### config.mk
export PLATFORM = sky130hd
export DESIGN_NAME = iee_ctrl
export DESIGN_NICKNAME = d
export VERILOG_FILES = /design/src/rtl/core/iee_pkg.sv /design/src/rtl/core/iee_ctrl.sv
export SDC_FILE = /design/constraint.sdc
export NUM_CORES = 1
export LEC_CHECK = 0
export ABC_AREA = 0
export BUFFER_PORTS_ARGS = -buffer_cell sky130_fd_sc_hd__buf_2
export CORE_AREA = 2 2 50 52
export CTS_CLUSTER_SIZE = 40
export DETAILED_ROUTE_END_ITERATION = 6
export DIE_AREA = 0 0 52 54
export HOLD_SLACK_MARGIN = 0.06
export PLACE_DENSITY = 0.79
export SYNTH_ARGS = -nofsm -noshare
export SYNTH_HDL_FRONTEND = slang
export SYNTH_SLANG_ARGS = --single-unit
### constraint.sdc
create_clock -name aclk -period 1.6 [get_ports aclk]
set_input_delay 0.32 -clock aclk [delete_from_list [all_inputs] [get_ports aclk]]
set_output_delay 0.32 -clock aclk [all_outputs]
set_load 0.05 [all_outputs]
### src/rtl/core/iee_pkg.sv
// shared types, constants and helper functions of the infix expression evaluator
`timescale 1ns / 1ps
package iee_pkg;

    localparam int STACK_DEPTH_DEF = 128;
    localparam int FRAC_BITS_DEF   = 16;
    localparam int VAL_W           = 48;
    localparam int CHAR_W          = 8;
    localparam int POW_W           = 30;

    localparam logic [VAL_W-1:0] VMAX     = 48'h7FFF_FFFF_FFFF;
    localparam logic [VAL_W-1:0] VMIN_MAG = 48'h8000_0000_0000;

    // operator codes as kept on the operator stack
    localparam logic [2:0] OP_ADD  = 3'd0;
    localparam logic [2:0] OP_SUB  = 3'd1;
    localparam logic [2:0] OP_MUL  = 3'd2;
    localparam logic [2:0] OP_DIV  = 3'd3;
    localparam logic [2:0] OP_LPAR = 3'd4;
    localparam logic [2:0] OP_RPAR = 3'd5;
    localparam logic [2:0] OP_END  = 3'd6;

    // precedence table actions
    localparam logic [1:0] PREC_ERR    = 2'd0;
    localparam logic [1:0] PREC_PUSH   = 2'd1;
    localparam logic [1:0] PREC_REDUCE = 2'd2;
    localparam logic [1:0] PREC_MATCH  = 2'd3;

    // result status codes
    localparam logic [1:0] STAT_OK     = 2'd0;
    localparam logic [1:0] STAT_SYNTAX = 2'd1;
    localparam logic [1:0] STAT_OVFL   = 2'd2;
    localparam logic [1:0] STAT_DIV0   = 2'd3;

    // character codes
    localparam logic [7:0] CH_MINUS = 8'h2D;
    localparam logic [7:0] CH_STAR  = 8'h2A;
    localparam logic [7:0] CH_SLASH = 8'h2F;
    localparam logic [7:0] CH_LPAR  = 8'h28;
    localparam logic [7:0] CH_RPAR  = 8'h29;
    localparam logic [7:0] CH_POINT = 8'h2E;
    localparam logic [7:0] CH_ZERO  = 8'h30;
    localparam logic [7:0] CH_NINE  = 8'h39;

    typedef struct packed {
        logic       load_char;
        logic       digit_upd;
        logic       point_upd;
        logic       num_clear;
        logic       expr_clear;
        logic       div_start;
        logic       div_conv;
        logic       mul_start;
        logic       addsub;
        logic       res_zero;
        logic       op_rd;
        logic       op_push;
        logic       op_pop;
        logic       num_rd_b;
        logic       num_rd_a;
        logic       num_rd_top;
        logic       latch_b;
        logic       latch_a;
        logic       num_push;
        logic       set_err;
        logic [1:0] err_code;
        logic       use_end;
        logic       out_load;
    } cmd_t;

    typedef struct packed {
        logic       is_digit;
        logic       is_point;
        logic       is_end;
        logic       in_number;
        logic       err_set;
        logic [1:0] prec;
        logic [2:0] top_op;
        logic       op_full;
        logic       num_full;
        logic       b_zero;
        logic       unit_done;
    } sts_t;

    // any character that is not an operator acts as '+'
    function automatic logic [2:0] op_index(input logic [7:0] c);
        logic [2:0] r;
        case (c)
            CH_MINUS: r = OP_SUB;
            CH_STAR:  r = OP_MUL;
            CH_SLASH: r = OP_DIV;
            CH_LPAR:  r = OP_LPAR;
            CH_RPAR:  r = OP_RPAR;
            default:  r = OP_ADD;
        endcase
        return r;
    endfunction

    function automatic logic [1:0] prec_lookup(input logic [2:0] top, input logic [2:0] n);
        logic [13:0] row;
        unique case (top)
            OP_ADD, OP_SUB: row = {PREC_REDUCE, PREC_REDUCE, PREC_PUSH, PREC_PUSH,
                                   PREC_PUSH, PREC_REDUCE, PREC_REDUCE};
            OP_MUL, OP_DIV: row = {PREC_REDUCE, PREC_REDUCE, PREC_REDUCE, PREC_REDUCE,
                                   PREC_PUSH, PREC_REDUCE, PREC_REDUCE};
            OP_LPAR:        row = {PREC_PUSH, PREC_PUSH, PREC_PUSH, PREC_PUSH,
                                   PREC_PUSH, PREC_MATCH, PREC_ERR};
            OP_RPAR:        row = {PREC_REDUCE, PREC_REDUCE, PREC_REDUCE, PREC_REDUCE,
                                   PREC_ERR, PREC_REDUCE, PREC_REDUCE};
            default:        row = {PREC_PUSH, PREC_PUSH, PREC_PUSH, PREC_PUSH,
                                   PREC_PUSH, PREC_ERR, PREC_MATCH};
        endcase
        // column 0 sits in the top bits
        case (n)
            3'd0:    return row[13:12];
            3'd1:    return row[11:10];
            3'd2:    return row[9:8];
            3'd3:    return row[7:6];
            3'd4:    return row[5:4];
            3'd5:    return row[3:2];
            default: return row[1:0];
        endcase
    endfunction

    function automatic logic [POW_W-1:0] pow10(input logic [3:0] k);
        logic [POW_W-1:0] p;
        case (k)
            4'd0:    p = 30'd1;
            4'd1:    p = 30'd10;
            4'd2:    p = 30'd100;
            4'd3:    p = 30'd1000;
            4'd4:    p = 30'd10000;
            4'd5:    p = 30'd100000;
            4'd6:    p = 30'd1000000;
            4'd7:    p = 30'd10000000;
            4'd8:    p = 30'd100000000;
            default: p = 30'd1000000000;
        endcase
        return p;
    endfunction

    function automatic logic [VAL_W-1:0] abs_val(input logic [VAL_W-1:0] v);
        return v[VAL_W-1] ? (~v + 1'b1) : v;
    endfunction

    function automatic logic [VAL_W-1:0] apply_sign(input logic [VAL_W-1:0] mag,
                                                    input logic neg);
        return neg ? (~mag + 1'b1) : mag;
    endfunction

endpackage

### src/rtl/core/iee_ctrl.sv
// controller: sequences parsing, reductions and result delivery
`timescale 1ns / 1ps
module iee_ctrl (
    input  logic          aclk,
    input  logic          aresetn,
    input  logic          s_tvalid,
    output logic          s_tready,
    output logic          m_tvalid,
    input  logic          m_tready,
    input  iee_pkg::sts_t sts,
    output iee_pkg::cmd_t cmd
);
    import iee_pkg::*;

    typedef enum logic [3:0] {
        S_IDLE, S_DISPATCH, S_FIN, S_FIN_WAIT, S_FIN_PUSH, S_FEED_RD, S_FEED_DEC,
        S_POP_A, S_APPLY, S_EXEC, S_UNIT_WAIT, S_PUSH, S_ENDCHK, S_RES_RD, S_RES_OUT
    } state_t;

    state_t state_reg, state_next;
    logic   phase_reg, phase_next;
    logic   m_tvalid_reg;
    state_t ret_state;

    assign ret_state = phase_reg ? S_RES_RD : S_ENDCHK;
    assign s_tready  = state_reg == S_IDLE;
    assign m_tvalid  = m_tvalid_reg;

    always_comb begin
        cmd         = '0;
        cmd.use_end = phase_reg;
        state_next  = state_reg;
        phase_next  = phase_reg;
        unique case (state_reg)
            S_IDLE: begin
                if (s_tvalid) begin
                    cmd.load_char = 1'b1;
                    state_next    = S_DISPATCH;
                end
            end
            S_DISPATCH: begin
                if (sts.err_set) begin
                    state_next = S_ENDCHK;
                end else if (sts.is_digit) begin
                    cmd.digit_upd = 1'b1;
                    state_next    = S_ENDCHK;
                end else if (sts.is_point && sts.in_number) begin
                    cmd.point_upd = 1'b1;
                    state_next    = S_ENDCHK;
                end else begin
                    phase_next = 1'b0;
                    state_next = S_FIN;
                end
            end
            S_FIN: begin
                if (sts.in_number) begin
                    cmd.div_start = 1'b1;
                    cmd.div_conv  = 1'b1;
                    state_next    = S_FIN_WAIT;
                end else begin
                    state_next = S_FEED_RD;
                end
            end
            S_FIN_WAIT: begin
                if (sts.unit_done) begin
                    state_next = S_FIN_PUSH;
                end
            end
            S_FIN_PUSH: begin
                cmd.num_clear = 1'b1;
                if (sts.num_full) begin
                    cmd.set_err  = 1'b1;
                    cmd.err_code = STAT_OVFL;
                end else begin
                    cmd.num_push = 1'b1;
                end
                state_next = S_FEED_RD;
            end
            S_FEED_RD: begin
                if (sts.err_set) begin
                    state_next = ret_state;
                end else begin
                    cmd.op_rd  = 1'b1;
                    state_next = S_FEED_DEC;
                end
            end
            S_FEED_DEC: begin
                unique case (sts.prec)
                    PREC_PUSH: begin
                        if (sts.op_full) begin
                            cmd.set_err  = 1'b1;
                            cmd.err_code = STAT_OVFL;
                        end else begin
                            cmd.op_push = 1'b1;
                        end
                        state_next = ret_state;
                    end
                    PREC_MATCH: begin
                        cmd.op_pop = 1'b1;
                        state_next = ret_state;
                    end
                    PREC_REDUCE: begin
                        cmd.op_pop   = 1'b1;
                        cmd.num_rd_b = 1'b1;
                        state_next   = S_POP_A;
                    end
                    default: begin
                        cmd.set_err  = 1'b1;
                        cmd.err_code = STAT_SYNTAX;
                        state_next   = ret_state;
                    end
                endcase
            end
            S_POP_A: begin
                cmd.latch_b  = 1'b1;
                cmd.num_rd_a = 1'b1;
                state_next   = S_APPLY;
            end
            S_APPLY: begin
                cmd.latch_a = 1'b1;
                state_next  = S_EXEC;
            end
            S_EXEC: begin
                case (sts.top_op)
                    OP_ADD, OP_SUB: begin
                        cmd.addsub = 1'b1;
                        state_next = S_PUSH;
                    end
                    OP_MUL: begin
                        cmd.mul_start = 1'b1;
                        state_next    = S_UNIT_WAIT;
                    end
                    OP_DIV: begin
                        if (sts.b_zero) begin
                            cmd.set_err  = 1'b1;
                            cmd.err_code = STAT_DIV0;
                            state_next   = ret_state;
                        end else begin
                            cmd.div_start = 1'b1;
                            state_next    = S_UNIT_WAIT;
                        end
                    end
                    default: begin
                        cmd.res_zero = 1'b1;
                        state_next   = S_PUSH;
                    end
                endcase
            end
            S_UNIT_WAIT: begin
                if (sts.unit_done) begin
                    state_next = S_PUSH;
                end
            end
            S_PUSH: begin
                if (sts.num_full) begin
                    cmd.set_err  = 1'b1;
                    cmd.err_code = STAT_OVFL;
                end else begin
                    cmd.num_push = 1'b1;
                end
                state_next = S_FEED_RD;
            end
            S_ENDCHK: begin
                if (!sts.is_end) begin
                    state_next = S_IDLE;
                end else begin
                    phase_next = 1'b1;
                    state_next = sts.err_set ? S_RES_RD : S_FIN;
                end
            end
            S_RES_RD: begin
                cmd.num_rd_top = 1'b1;
                state_next     = S_RES_OUT;
            end
            S_RES_OUT: begin
                if (!m_tvalid_reg || m_tready) begin
                    cmd.out_load   = 1'b1;
                    cmd.expr_clear = 1'b1;
                    phase_next     = 1'b0;
                    state_next     = S_IDLE;
                end
            end
            default: state_next = S_IDLE;
        endcase
    end

    always_ff @(posedge aclk) begin
        if (!aresetn) begin
            state_reg    <= S_IDLE;
            phase_reg    <= 1'b0;
            m_tvalid_reg <= 1'b0;
        end else begin
            state_reg <= state_next;
            phase_reg <= phase_next;
            if (cmd.out_load) begin
                m_tvalid_reg <= 1'b1;
            end else if (m_tready) begin
                m_tvalid_reg <= 1'b0;
            end
        end
    end

    a_out_hold: assert property (@(posedge aclk) disable iff (!aresetn)
        (state_reg == S_RES_OUT && m_tvalid_reg && !m_tready) |=> state_reg == S_RES_OUT)
        else $error("result overwritten while pending");
    a_phase_end: assert property (@(posedge aclk) disable iff (!aresetn)
        (state_reg == S_RES_RD) |-> phase_reg)
        else $error("result read outside end processing");
    a_accept_idle: assert property (@(posedge aclk) disable iff (!aresetn)
        cmd.load_char |=> state_reg == S_DISPATCH)
        else $error("accepted transaction not dispatched");
endmodule

Yosys cells after proc, flatten, opt, wreduce, memory -nomap -nowiden
Cells that the tools add are included.
{"block": "classes", "reduce_logical": 13, "eq_ne": 28, "n_mux": 61}
{"op": "case mux 4 bit (14 select lines)", "count": 1}
{"op": "two-way mux 4 bit", "count": 11}
{"op": "two-way mux 1 bit", "count": 33}
{"op": "equality test 4 bit (second input constant)", "count": 7}
{"op": "two-way mux 3 bit", "count": 8}
{"op": "equality test 4 x 3 -> 1 bit (second input constant)", "count": 4}
{"op": "!= test 2 bit (second input constant)", "count": 8}
{"op": "case mux 3 bit (3 select lines)", "count": 1}
{"op": "equality test 4 x 2 -> 1 bit (second input constant)", "count": 2}
{"op": "case mux 4 bit (2 select lines)", "count": 1}
{"op": "equality test 3 x 2 -> 1 bit (second input constant)", "count": 2}
{"op": "two-way mux 2 bit", "count": 3}
{"op": "case mux 3 bit (2 select lines)", "count": 1}
{"op": "AND reduction 6 bit", "count": 1}
{"op": "OR reduction 2 bit", "count": 3}
{"op": "equality test 2 bit (second input constant)", "count": 2}
{"op": "equality test 4 x 1 -> 1 bit (second input constant)", "count": 1}
{"op": "zero test 4 bit", "count": 1}
{"op": "AND reduction 4 bit", "count": 1}
{"op": "OR reduction 4 bit", "count": 1}
{"op": "equality test 3 x 1 -> 1 bit (second input constant)", "count": 1}
{"op": "zero test 3 bit", "count": 1}
{"op": "case mux 1 bit (3 select lines)", "count": 1}
{"op": "nonzero test 3 bit", "count": 1}
{"op": "other kinds (6)", "count": 6}
{"block": "word_totals", "word_cells": 105, "register_bits": 6, "output_inout_bits": 26, "inputBits": 18}

Depth between registers and ports, before layout
{"block": "depth", "ltp_word": 5, "depth_mapped": 7, "depth_no_buf": 5}

Worst setup path after synthesis
Ideal clock, no wire load.
{"block": "synth_path", "path_kind": "reg2out", "from": "reg state_reg[3]", "to": "out cmd[23] (netlist name)", "required_time_ns": 1.280, "setup_slack_ns": -1.125, "stages_incl_launch_ff": 5, "arrival_ns": 2.405, "n_path_buf": 1, "path_cell_list": "dfxtp_1 -> or2_2 -> clkbuf_1 -> nor3_1 -> and2_1"}
{"element": "start, declared", "line_no": "iee_ctrl.sv:20", "source": "state_t state_reg, state_next;"}
{"element": "start signal, assigned", "line_no": "iee_ctrl.sv:193", "source": "state_reg <= state_next;"}
{"element": "end, declared", "line_no": "iee_ctrl.sv:11", "source": "output iee_pkg::cmd_t cmd"}

==> impl_metrics.toml <==
[outcome]
status = "complete, but fails checks"
failed_checks = "setup timing"

[worst_hold_path]
hold_path.class = "primary input to flop"

[power_and_ir_drop]
peakVddDrop_uv = 1130
p_seq_share_pct = 9.6
internal-power_mw = 1.27
leakagePower_nw = 0.948
clkPwrFrac_pct = 6.5
power.density_nw_per_um2 = 1180
power_switching_mw = 1.28
swShare_pct = 50.3
p_comb_share_pct = 83.9

[grt]
grt_max_degree = 14
grt_antenna_before_repair = 0
grt_pass1_vias = 1598
grt.overflow.total = 0
track_usage_pct = 37.7
grt_pass1_wl_microns = 7590

[routing]
wl_per_cell_microns = 25.1
num_vias = 1683
drc = 0
drt_wl_total_microns = 6400
viasPerCell = 6.60
drtIter0Drc = 103
ant_nets = 0
detail_route.first_pass.iterations = 4

[placed_design]
dpl_cell_area_sq_um = 1580
place_inst = 231
place_ws_ps = -394
hpwlAfterDp_microns = 3010
portBuffers = 43
globalplace.congestion = 0.938

[timing]
worst_slack_ps = -437
final-setup-viol-count = 29
max_freq_mhz = 491
tightest_slew_ps = 432
finalClockSkew_ps = 12.7
rsz0062_at_grt = "true"
period_needed_ps = 2040
hold_viol = 0
slew_violations = 0
min_period_over_period_pct = 127
slew_headroom_pct = 71.2

[cells_and_area]
diodes = 0
drive_gt1_share_pct = 72.9
stdcell_count = 255
largest_register_ff_count = 4
design_area_sq_um = 2170
nFillCells = 77
syn_to_final_growth_pct = 146
nets = 245
final_common_cell = "buf_4"
layout_common_cells = "buf_4, buf_6, buf_2, nand2_1, buf_8"

[clock_tree]
cts_tree = "built"
path_clk_slew_ps = 70
cts_buffer_depth = 2
cts_buffers = 3
h-tree-depth = 1
cts_root_buf = "clkbuf_4"
clock_sinks = 6
clk-insertion-delay-late_ps = 270

[yosys]
synth_edf_count = 0
netlist_instances = 133
ys.flop_type = "dfxtp_1"
async_reset_ff_share_pct = 0
synth_fp_nets = 151
synth-seq-cells = 6
synth.avg_cell_area_sq_um = 6.64
yosysWarnings = 0
ys_types = 44
ys_seq_area_share_pct = 13.6
syn_area_sq_um = 883

[setup_path]
required_ps = 1280
worst-path-max-fanout = 3
endpoint_kind = "output pin"
path_class = "flop to output pin"
cp-start-kind = "flop"
arrival_ps = 1720

[floorplan]
die_h_microns = 54
io_pins = 44
core_area_sq_um = 2320
die_x_microns = 52
die_area_sq_um = 2810
initial_utilization_pct = 38.1
rows = 18

[flow_run]
maxCapViolCount = 0
-- stage by stage --
stage          util [%]  hold WS (ps)  total power [mW]  setup TNS, ps
3_5_place_dp       68.1           570              1.59          -2730
4_1_cts            89.2           317              2.22          -5350
2_1_floorplan         -           429              1.23          -1650
3_3_place_gp       68.1           564              1.55          -2210
5_1_grt            93.6           342              2.59          -8240
6_report           93.6           352              2.56          -7440
-- final cells by class --
cell class              count  area [sq um]  area share [%]
multi-input cells         107          1010            46.5
repair buffers            102           938            43.2
well taps                  30          37.5            1.73
inverters                   7          28.8            1.32
flip-flops and latches      6           134            6.16
clock buffers               3          22.5            1.04
-- power by group through the flow --
stage	clock network, mW	logic (mW)	registers [mW]
after floorplan	0	1.02	0.204
after global placement	0	1.33	0.226
after detailed placement	0	1.36	0.227
after CTS	0.145	1.84	0.238
after global routing	0.171	2.17	0.247
final	0.167	2.14	0.245
-- worst max-delay path: stages (launching register included) --
cell	delay, ps
dfxtp_2	340
nand2b_4	160
or4b_4	510
a21boi_4	180
o21ai_4	80
buf_6	180
-- synthesized netlist by cell type (3+ instances only) --
library cell / number / area [sq um]
a21oi_1: 7 / 35.0
and2_1: 3 / 18.8
and3_1: 3 / 18.8
buf_4: 4 / 30.0
clkbuf_1: 6 / 22.5
dfxtp_1: 6 / 120
inv_1: 7 / 26.3
nand2_1: 11 / 41.3
nand2b_1: 5 / 31.3
nand3_1: 5 / 25.0
nand4_1: 3 / 18.8
nor2_1: 8 / 30.0
nor2b_1: 8 / 50.1
nor3_1: 6 / 30.0
nor3b_1: 3 / 22.5
o21ai_0: 12 / 60.1
-- per-layer routing --
metal | global-route usage [%] | part of all wire, % | up-vias
met5 | 0 | 0 | -
met4 | 24.6 | 8.2 | 0
met3 | 8.89 | 12 | 56
met2 | 65.4 | 45 | 183
met1 | 41.1 | 34 | 765
li1 | - | - | 679
-- logic make-up (layout without fill, tap and decap cells) --
kind of cell / Yosys count / after routing / synth area share, %
flops: 6 / 6 / 13.6
buf+inv: 20 / 112 / 12.0
simple gates: 65 / 65 / 42.4
compound gates: 42 / 42 / 32.0
-- what timing repair did --
item / CTS / global route
endpoints found under the setup margin: 27 / 29
pin swaps: 18 / 6
hold buffers: 0 / 0
setup buffers: 16 / 7
gates cloned: 0 / 0
resized for setup: 102 / 13
-- worst paths after layout --
kind / from / to / slack [ps] / cells past startpoint
setup reg to reg: state_reg[2] / state_reg[1] / -360 / 10
setup / recovery: state_reg[2] / cmd[3] / -440 / 5
hold / removal: aresetn / state_reg[3] / 350 / 3
hold reg to reg: phase_reg / phase_reg / 740 / 2
Note: power is estimated with default switching activity, not from simulation.
